## config.mk

```make
export PLATFORM = sky130hd
export DESIGN_NAME = positional_list_engine_unit
export DESIGN_NICKNAME = d
export VERILOG_FILES = /design/src/rtl/ple_pkg.sv /design/src/rtl/positional_list_engine_unit.sv /design/src/rtl/ple_ctrl.sv /design/src/rtl/ple_datapath.sv
export SDC_FILE = /design/constraint.sdc
export NUM_CORES = 1
export LEC_CHECK = 0
export BUFFER_PORTS_ARGS = -buffer_cell sky130_fd_sc_hd__buf_2
export CAP_MARGIN = 40
export CORE_AREA = 2 2 249 251
export CTS_CLUSTER_SIZE = 8
export DETAILED_ROUTE_END_ITERATION = 10
export DIE_AREA = 0 0 251 253
export GPL_ROUTABILITY_DRIVEN = 0
export PLACE_DENSITY = 0.74
export SLEW_MARGIN = 15
export SYNTH_ARGS = -nofsm -noshare
export SYNTH_HDL_FRONTEND = slang
export SYNTH_SLANG_ARGS = --single-unit
```

## constraint.sdc

```tcl
create_clock -name clk -period 13.4 [get_ports clk]
set_input_delay 1.34 -clock clk [delete_from_list [all_inputs] [get_ports clk]]
set_output_delay 1.34 -clock clk [all_outputs]
set_load 0.005 [all_outputs]
```

## src/rtl/ple_pkg.sv

```systemverilog
// shared types and constants for the positional list engine
// depends on nothing; used by every module under rtl
package ple_pkg;

    localparam int CAPACITY = 16;
    localparam int DATA_W   = 32;
    localparam int IDX_W    = $clog2(CAPACITY);
    localparam int POS_W    = 5;
    localparam int LEN_W    = 5;
    localparam logic [LEN_W-1:0] CAPACITY_LEN = LEN_W'(CAPACITY);

    typedef enum logic [1:0] {
        CMD_APPEND = 2'd0,
        CMD_INSERT = 2'd1,
        CMD_GET    = 2'd2,
        CMD_REMOVE = 2'd3
    } cmd_t;

    typedef enum logic [1:0] {
        ST_OK      = 2'd0,
        ST_BAD_POS = 2'd1,
        ST_FULL    = 2'd2
    } status_t;

    typedef struct packed {
        cmd_t              command;
        logic [POS_W-1:0]  position;
        logic [DATA_W-1:0] value;
    } req_t;

    typedef struct packed {
        status_t           status;
        logic [DATA_W-1:0] read_value;
        logic [LEN_W-1:0]  length;
    } rsp_t;

    typedef enum logic {
        S_IDLE = 1'b0,
        S_EXEC = 1'b1
    } state_t;

    // controller to datapath commands
    typedef struct packed {
        logic load;
        logic execute;
    } ctrl_t;

endpackage

```

## src/rtl/positional_list_engine_unit.sv

```systemverilog
// Ordered list of up to 16 32-bit words with append, insert, get and remove at
// a position; every request gives one response carrying status and new length.
// Each transaction first registers the request, then updates the entry cells,
// which all shift at once, and loads the response register; the update waits
// while a held response blocks the output. A new request is taken while an
// earlier response still waits, but not while one is executing. No clearing is
// needed after reset. Depends on ple_pkg, ple_ctrl and ple_datapath.
module positional_list_engine_unit (
    input  logic          clk,
    input  logic          rst_n,
    input  logic          req_valid,
    output logic          req_stall,
    input  ple_pkg::req_t req,
    output logic          rsp_valid,
    input  logic          rsp_stall,
    output ple_pkg::rsp_t rsp
);

    ple_pkg::ctrl_t ctrl;

    ple_ctrl u_ctrl (
        .clk       (clk),
        .rst_n     (rst_n),
        .req_valid (req_valid),
        .req_stall (req_stall),
        .rsp_valid (rsp_valid),
        .rsp_stall (rsp_stall),
        .ctrl      (ctrl)
    );

    ple_datapath u_datapath (
        .clk   (clk),
        .rst_n (rst_n),
        .req   (req),
        .ctrl  (ctrl),
        .rsp   (rsp)
    );

endmodule

```

## src/rtl/ple_ctrl.sv

```systemverilog
// controller for the positional list engine: request handshake, response valid
// depends on ple_pkg
module ple_ctrl (
    input  logic           clk,
    input  logic           rst_n,
    input  logic           req_valid,
    output logic           req_stall,
    output logic           rsp_valid,
    input  logic           rsp_stall,
    output ple_pkg::ctrl_t ctrl
);

    ple_pkg::state_t state_reg, state_next;
    logic            rsp_valid_reg, rsp_valid_next;
    logic            out_free;

    assign out_free = !rsp_valid_reg || !rsp_stall;

    always_comb
    begin
        state_next = state_reg;
        unique case (state_reg)
            ple_pkg::S_IDLE:
            begin
                if (req_valid)
                begin
                    state_next = ple_pkg::S_EXEC;
                end
            end
            ple_pkg::S_EXEC:
            begin
                if (out_free)
                begin
                    state_next = ple_pkg::S_IDLE;
                end
            end
            default:
            begin
                state_next = ple_pkg::S_IDLE;
            end
        endcase
    end

    always_comb
    begin
        req_stall    = 1'b1;
        ctrl.load    = 1'b0;
        ctrl.execute = 1'b0;
        unique case (state_reg)
            ple_pkg::S_IDLE:
            begin
                req_stall = 1'b0;
                ctrl.load = req_valid;
            end
            ple_pkg::S_EXEC:
            begin
                ctrl.execute = out_free;
            end
            default:
            begin
                req_stall = 1'b1;
            end
        endcase
    end

    always_comb
    begin
        if (ctrl.execute)
        begin
            rsp_valid_next = 1'b1;
        end
        else if (!rsp_stall)
        begin
            rsp_valid_next = 1'b0;
        end
        else
        begin
            rsp_valid_next = rsp_valid_reg;
        end
    end

    always_ff @(posedge clk or negedge rst_n)
    begin
        if (!rst_n)
        begin
            state_reg     <= ple_pkg::S_IDLE;
            rsp_valid_reg <= 1'b0;
        end
        else
        begin
            state_reg     <= state_next;
            rsp_valid_reg <= rsp_valid_next;
        end
    end

    assign rsp_valid = rsp_valid_reg;

endmodule

```

## src/rtl/ple_datapath.sv

```systemverilog
// datapath for the positional list engine: request register, shifting entry
// cells, length counter and response register; depends on ple_pkg
module ple_datapath (
    input  logic           clk,
    input  logic           rst_n,
    input  ple_pkg::req_t  req,
    input  ple_pkg::ctrl_t ctrl,
    output ple_pkg::rsp_t  rsp
);

    ple_pkg::req_t req_reg;
    ple_pkg::rsp_t rsp_reg, rsp_next;

    logic [ple_pkg::DATA_W-1:0] entries_reg  [ple_pkg::CAPACITY];
    logic [ple_pkg::DATA_W-1:0] entries_next [ple_pkg::CAPACITY];
    logic [ple_pkg::LEN_W-1:0]  count_reg, count_next;

    logic                        is_write;
    logic                        bad_pos;
    logic                        full;
    logic                        ok;
    logic [ple_pkg::LEN_W-1:0]   pos_len;
    logic [ple_pkg::LEN_W-1:0]   ins_pos;
    logic [ple_pkg::DATA_W-1:0]  read_word;

    assign is_write = (req_reg.command == ple_pkg::CMD_APPEND)
                   || (req_reg.command == ple_pkg::CMD_INSERT);
    assign pos_len  = ple_pkg::LEN_W'(req_reg.position);
    // append is an insert at the current length
    assign ins_pos  = (req_reg.command == ple_pkg::CMD_APPEND) ? count_reg : pos_len;
    assign bad_pos  = is_write ? (ins_pos > count_reg) : (pos_len >= count_reg);
    assign full     = is_write && (count_reg == ple_pkg::CAPACITY_LEN);
    assign ok       = !bad_pos && !full;
    assign read_word = entries_reg[req_reg.position[ple_pkg::IDX_W-1:0]];

    // every cell picks from itself, its neighbors or the new value
    always_comb
    begin
        for (int i = 0; i < ple_pkg::CAPACITY; i++)
        begin
            entries_next[i] = entries_reg[i];
            if (ctrl.execute && ok)
            begin
                if (is_write)
                begin
                    if (ple_pkg::LEN_W'(i) == ins_pos)
                    begin
                        entries_next[i] = req_reg.value;
                    end
                    else if (ple_pkg::LEN_W'(i) > ins_pos && i > 0)
                    begin
                        entries_next[i] = entries_reg[(i > 0) ? i - 1 : 0];
                    end
                end
                else if (req_reg.command == ple_pkg::CMD_REMOVE)
                begin
                    if (ple_pkg::LEN_W'(i) >= pos_len && i < ple_pkg::CAPACITY - 1)
                    begin
                        entries_next[i] =
                            entries_reg[(i < ple_pkg::CAPACITY - 1) ? i + 1 : i];
                    end
                end
            end
        end
    end

    always_comb
    begin
        count_next = count_reg;
        rsp_next   = rsp_reg;
        if (ctrl.execute)
        begin
            rsp_next.read_value = '0;
            if (bad_pos)
            begin
                rsp_next.status = ple_pkg::ST_BAD_POS;
            end
            else if (full)
            begin
                rsp_next.status = ple_pkg::ST_FULL;
            end
            else
            begin
                rsp_next.status = ple_pkg::ST_OK;
                case (req_reg.command) inside
                    ple_pkg::CMD_APPEND, ple_pkg::CMD_INSERT:
                    begin
                        count_next = count_reg + 1'b1;
                    end
                    ple_pkg::CMD_GET:
                    begin
                        rsp_next.read_value = read_word;
                    end
                    default:
                    begin
                        rsp_next.read_value = read_word;
                        count_next          = count_reg - 1'b1;
                    end
                endcase
            end
            rsp_next.length = count_next;
        end
    end

    always_ff @(posedge clk or negedge rst_n)
    begin
        if (!rst_n)
        begin
            count_reg <= '0;
        end
        else
        begin
            count_reg <= count_next;
        end
    end

    always_ff @(posedge clk)
    begin
        if (ctrl.load)
        begin
            req_reg <= req;
        end
        rsp_reg     <= rsp_next;
        entries_reg <= entries_next;
    end

    assign rsp = rsp_reg;

    a_count_bound: assert property (@(posedge clk) disable iff (!rst_n)
        count_reg <= ple_pkg::CAPACITY_LEN)
        else $error("list length above capacity");

    a_length_tracks: assert property (@(posedge clk) disable iff (!rst_n)
        ctrl.execute |=> rsp_reg.length == count_reg)
        else $error("response length differs from list length");

    a_reject_holds: assert property (@(posedge clk) disable iff (!rst_n)
        ctrl.execute && !ok |=> count_reg == $past(count_reg))
        else $error("rejected request changed the length");

    a_reject_zero: assert property (@(posedge clk) disable iff (!rst_n)
        ctrl.execute && !ok |=> rsp_reg.read_value == '0)
        else $error("rejected request returned data");

    a_no_overlap: assert property (@(posedge clk) disable iff (!rst_n)
        !(ctrl.load && ctrl.execute))
        else $error("request loaded while another executes");

endmodule

```

## Yosys cells after proc, flatten, opt, wreduce, memory -nomap -nowiden

Cells that the tools add are included.

- Word-level logic and storage cells: 237
- Input port bits: 43
- Output and inout port bits: 41
- Register bits: 597

- Bitwise operators: 2
- Reduce and logical (&&, ||, !) cells: 46
- Add/sub/neg operators: 2
- Mux-type cells: 94
- Equal/unequal tests: 35
- Order comparisons: 33

Operators by type and width:

| operator | count |
|---|---|
| $mux W32 | 78 |
| $bmux W32 S4 | 1 |
| $reduce_and A4 Y1 | 15 |
| $ne A3 B3 Y1 const B | 14 |
| $eq A4 B5 Y1 const A | 8 |
| $gt A4 B5 Y1 const A | 8 |
| $ge A4 B5 Y1 const A | 7 |
| $reduce_bool A2 Y1 | 17 |
| $mux W5 | 5 |
| $eq A3 B5 Y1 const A | 4 |
| $ge A3 B5 Y1 const A | 4 |
| $gt A3 B5 Y1 const A | 4 |
| $eq A2 B5 Y1 const A | 2 |
| $ge A1 B5 Y1 const A | 2 |
| $ge A2 B5 Y1 const A | 2 |
| $gt A2 B5 Y1 const A | 2 |
| $mux W1 | 8 |
| $add A5 B1 Y5 const B | 1 |
| $eq A1 B5 Y1 const A | 1 |
| $eq A5 B5 Y1 const B | 1 |
| $ge A5 B5 Y1 | 1 |
| $ge A5 B5 Y1 const B | 1 |
| $gt A1 B5 Y1 const A | 1 |
| $gt A5 B5 Y1 | 1 |
| 17 further kinds | 24 |

## Logic depth before layout (Yosys ltp)

- Word-level depth: 8
- Mapped depth: 13
- Gate-level depth less buffers: 11

## Modules after synthesis

From an unflattened synthesis, not the netlist that was laid out.

- Cell total of the unflattened synthesis: 2,821
- Area, all modules: 33,472.1 µm²

By module, submodules not included:

| module | cells an instance | instances | seq. area each (µm²) | area an instance (µm²) |
|---|---|---|---|---|
| ple_datapath | 2,814 | 1 | 17,842.1 | 33,380.8 |
| ple_ctrl | 7 | 1 | 50.0 | 91.3 |

## Worst setup path before layout

No wires, ideal clock.

- Path kind: input port to flip-flop
- Start point: in rsp_stall
- End point: reg u_datapath.entries_reg[224] (netlist name), enable pin
- Setup time: 0.594 ns
- Arrival time: 10.156 ns
- Setup slack: 2.650 ns
- Required time: 12.806 ns
- Path buffers: 0
- Stages: 4
- Path through: a21boi_0 > a21boi_1 > nand2_1 > a2111oi_0

- Word-level cells in the longest chain between the ends: 5

RTL lines:

| item | line | RTL |
|---|---|---|
| start: declaration | positional_list_engine_unit.sv:15 | `input logic rsp_stall,` |
| $logic_not A1 Y1 | ple_ctrl.sv:17 | `assign out_free = !rsp_valid_reg \|\| !rsp_stall;` |
| $logic_or A1 B1 Y1 | ple_ctrl.sv:17 |  |
| $mux W1 | ple_ctrl.sv:49 | `unique case (state_reg)` |
| $logic_and A1 B1 Y1 | ple_datapath.sv:42 | `if (ctrl.execute && ok)` |
| $reduce_and A4 Y1 (no line) | - |  |
| end signal: assignment | ple_datapath.sv:124 | `entries_reg <= entries_next;` |
| end: declaration | ple_datapath.sv:14 | `logic [ple_pkg::DATA_W-1:0] entries_reg [ple_pkg::CAPACITY];` |

Every way passes these cells.
A chain may end at the register's enable or synchronous reset.

## Worst setup path after layout

- Start point: reg u_datapath.req_reg[38] (netlist name)
- End point: reg u_datapath.entries_reg[195] (netlist name), enable pin

- Word-level cells in the longest chain between the ends: 8
- Elaborated cells on any way between the ends: 18
- Those cells by class: order compare: 2; eq/ne: 4; mux: 2; reduce/logical: 10

RTL lines:

| item | line | RTL |
|---|---|---|
| start: declaration | ple_datapath.sv:11 | `ple_pkg::req_t req_reg;` |
| start signal: assignment | ple_datapath.sv:121 | `req_reg <= req;` |
| $logic_not A2 Y1 | ple_datapath.sv:26, ple_datapath.sv:30 |  |
| $mux W5 | ple_datapath.sv:30 | `assign ins_pos = (req_reg.command == ple_pkg::CMD_APPEND) ? count_reg : pos_len;` |
| $gt A5 B5 Y1 | ple_datapath.sv:31 | `assign bad_pos = is_write ? (ins_pos > count_reg) : (pos_len >= count_reg);` |
| $mux W1 | ple_datapath.sv:31 |  |
| $logic_not A1 Y1 | ple_datapath.sv:33 | `assign ok = !bad_pos && !full;` |
| $logic_and A1 B1 Y1 | ple_datapath.sv:33 |  |
| $logic_and A1 B1 Y1 | ple_datapath.sv:42 |  |
| $reduce_and A4 Y1 (no line) (*) | - |  |

Mark *: on every way between the ends. The rest lies on a longest branch, timed or not.

==> results.txt <==
- Counting along the longest clock path gives a buffer depth of 3.
- Synth Instances: 2,587
- Synth area leader: edfxtp_1
- Die ar.: 63,500 sq um
- Logic pwr share: 0.245
- Number of instances resized during post-cts repair: 0
- Setup violation total in the final timing report: 0
- Maximum number of pins on one net before global-route repair: 274
- Final standard cell area without fillers: 36,560 sq um
- Power spread over the standard cell area amounts to 169.1 nW/um^2.
- Required time at the endpoint of the critical path: 13.67 ns
- Reported net switching power: 1.916 mW
- Maximum clock skew at final layout: 0.02517 ns
- DRC violation count after routing: 0
- Yosys mapped the design onto 56 distinct sky130hd cell types.
- Die height: 253 um
* Total of buffers placed on input and output ports: 83
- Top cell family by delay on the critical path: compound AO/OA/AOI/OAI gates
* Period utilization: 0.4067
* Average wire per standard cell: 25.71 um
- Worst setup slack before clock tree synthesis: 7.896 ns
- Of the synthesized area, sequential elements account for 0.5418.
* Achievable frequency: 183.5 MHz
- Clock tree from TritonCTS: yes
- Hold Buf Count CTS: 0
- Diode insertion count for antenna repair: 0
- Once detail routing completed, the nets flagged for antenna violations numbered 0.
- Clock tree synthesis inserted a total of 85 buffers.
* DRC violation total after the first TritonRoute iteration: 2,508
- The final layout contains routed wiring with a total length of 87,460 um.
* Unrepaired setup endpoints after global routing: no
- The final number of max-transition violations was 0.
- In this run the worst path has a maximum fanout of 20.
- From left edge to right edge, the die measures 251 um.
- Together, buffers and inverters on the worst path number 4.
* Max FFs per register: 512
- Source-to-sink clock delay at the later pin of the worst-skew pair: 0.63 ns
* Clock slew at reported path FFs: 0.05 ns
* Largest stage delay on the critical path: 0.69 ns
* Number of fill cells: 4,675
- Peak supply drop: 0.00009447 V
* H-tree levels: 3
- Synth Warn #: 0
* Most common flop cell mapped by yosys: edfxtp_1
- Data arrival time of the worst path: 5.72 ns
- Post-CTS Repair Setup Buffers: 0
* Fraction of power consumed by sequential logic: 0.435
- Cell types with the largest area share after synthesis: edfxtp_1 54%, mux2i_1 14%, mux4_2 11%
- Worst Setup Start Kind: register
* Top-level port count: 84
- Number of antenna violations at the first check in global routing: 0
- For this run, the post-layout net count is 2,640.
- Outcome: finished clean
- Summing all placed instances gives a cell area of 34,110 sq um.
* Max-cap violations: 0
* # clock sinks: 597
* Storage element area: 17,890 sq um
- Of the cells placed in the final design, the portion with a size suffix greater than 1 is 0.1941.
- In the final layout, the multi-input gates occupy 14,160 sq um.
- Cell internal power was estimated by the tool at 4.267 mW.
- Total routing usage reported by global routing: 0.2759
- Of the post-synthesis cell area, the dominant cell type holds 0.5365.
* Core Area: 61,030 sq um
* Leakage component of the power: 13.37 nW
* Worst Setup Path Type: register to register
* Total via count after detailed routing: 22,420
- Final-report hold violation count: 0
* Vias in the first global route: 21,770
- Final setup TNS: 0 ns
- Setup slack after layout: 7.951 ns
- Sw Share: 0.3099
- The number of nets handed over by synthesis was 2,642.
- The average instance in the mapped netlist occupies 12.77 sq um.
* Post-DP HPWL: 49,790 um
* Headroom to the max-slew limit: 0.2721
- Cell breakdown of the critical path: nor2_4 -> mux2i_4 -> inv_1 -> ha_1 -> nand2b_1 -> a21oi_1 -> o41a_1 -> a21boi_1 -> nand2_1 -> buf_16 -> a211oi_4 -> buf_6 -> buf_4
- The floorplan has 91 rows.
* DRT Pass-1 Iters: 6
- Number of enable flip-flop cells after synthesis: 590
* Final Critical Period: 5.449 ns
- Total overflow reported by the global router: 0
* Library cell contributing the largest single delay on the critical path: a21boi_1
- Dividing the detail-routed via count by the number of cells gives 6.591.
- Fraction of registers with async set or reset after synthesis: 0.01173
* Clock share of power: 0.320
- Type of element capturing the critical path: register
- In this run the cell area of the synthesized design comes to 33,020 sq um.
* Slew at the pin closest to its max-slew limit: 1.092 ns
- The path class of the tightest hold or removal check is input pin to asynchronous set/reset pin.
- For this configuration, the core starts out at a cell density of 0.5411.
- The synthesized design contains 597 register bits.
- The first global-routing pass estimated 133,700 um of wire.
- Root Buffer: clkbuf_16
- The area growth from synthesis to layout is 10.71%.
-- cell type report --
cell class / count / share of cell area
Multi-Input combinational cell: 1744 / 0.3873
Tap cell: 790 / 0.02704
Inverter: 14 / 0.001437
Clock buffer: 108 / 0.06228
Sequential cell: 597 / 0.4894
Timing Repair Buffer: 143 / 0.03035
Clock inverter: 6 / 0.002190
-- cell families after synthesis --
logic type	share of synthesized area
XOR/XNOR	0.001591
flip-flops	0.5418
adder cells (fa/ha/maj)	0.004546
AND/OR/NAND/NOR	0.07085
multiplexers	0.2698
buffers and inverters	0.03535
AO/OA/AOI/OAI	0.07612
-- placed cells by master, fill, tap and decap left out, drive strengths merged, types with 4 or more instances in the layout --
cell    synthesis  layout
nor3            5       5
mux2i         452     452
xnor2           6       6
o21ai         456     456
mux2           66      66
nor2b           4       4
inv            14      17
nand3           4       4
dfrtp           7       7
clkbuf        155     108
and2           33      33
ha             12      12
buf            77     143
edfxtp        590     590
mux4          160     160
nor2           26      26
nand2b          6       6
nand2         468     468
a21oi          10      10
-- metal layers --
layer  part of all wire  global-route usage
met4              0.031              0.1031
met1               0.41              0.3895
met3              0.094             0.05243
met2               0.46              0.4285
met5                  0                   0
-- synth_stat cells (4+ instances only) --
library cell  number
edfxtp_1         590
nand2_1          467
mux2i_1          449
o21ai_0          317
mux4_2           160
clkbuf_1         155
o21ai_1          138
mux2_2            61
and2_1            33
buf_2             27
buf_4             24
nor2_1            19
buf_6             16
inv_1             13
ha_1              12
buf_1             10
a21oi_1            9
dfrtp_1            7
nand2b_1           6
xnor2_1            6
mux2_1             5
nor3_1             5
nand3_1            4
nor2_4             4
nor2b_1            4
-- metrics by stage --
step | util | hold WS (ns) | power (mW) | cells
2_1_floorplan | - | 0.4910 | 3.669 | 2587
3_3_place_gp | 0.5552 | 0.5305 | 4.121 | 3274
3_5_place_dp | 0.5589 | 0.5483 | 4.209 | 3284
4_1_cts | 0.5975 | 0.5251 | 6.191 | 3398
5_1_grt | 0.5991 | 0.5520 | 6.427 | 3402
6_report | 0.5991 | 0.5474 | 6.183 | 3402
-- path summary, 6_finish.rpt --
check	from	endpoint	slack [ns]	cells after the start
max in group asynchronous	rst_n	u_datapath.count_reg[3]$_DFFE_PN0P_	12.67	1
min in group clk	u_datapath.entries_reg[2]$_DFFE_PP_	u_datapath.entries_reg[34]$_DFFE_PP_	0.56	2
worst max-delay path	u_datapath.req_reg[38]$_DFFE_PP_	u_datapath.entries_reg[195]$_DFFE_PP_	7.95	13
worst min register to register	u_datapath.entries_reg[2]$_DFFE_PP_	u_datapath.entries_reg[34]$_DFFE_PP_	0.56	2
worst min-delay path	rst_n	u_datapath.count_reg[0]$_DFFE_PN0P_	0.55	1
worst max register to register	u_datapath.req_reg[38]$_DFFE_PP_	u_datapath.entries_reg[195]$_DFFE_PP_	7.95	13
-- power groups by stage --
stage / clock network [mW] / registers, mW / logic (mW)
detailed placement: 0 / 2.71 / 1.50
finish: 1.98 / 2.69 / 1.52
floorplan: 0 / 2.62 / 1.05
global placement: 0 / 2.70 / 1.42
CTS: 2.00 / 2.68 / 1.51
global route: 2.07 / 2.72 / 1.64
No activity file was read; power rests on OpenSTA's default activity.
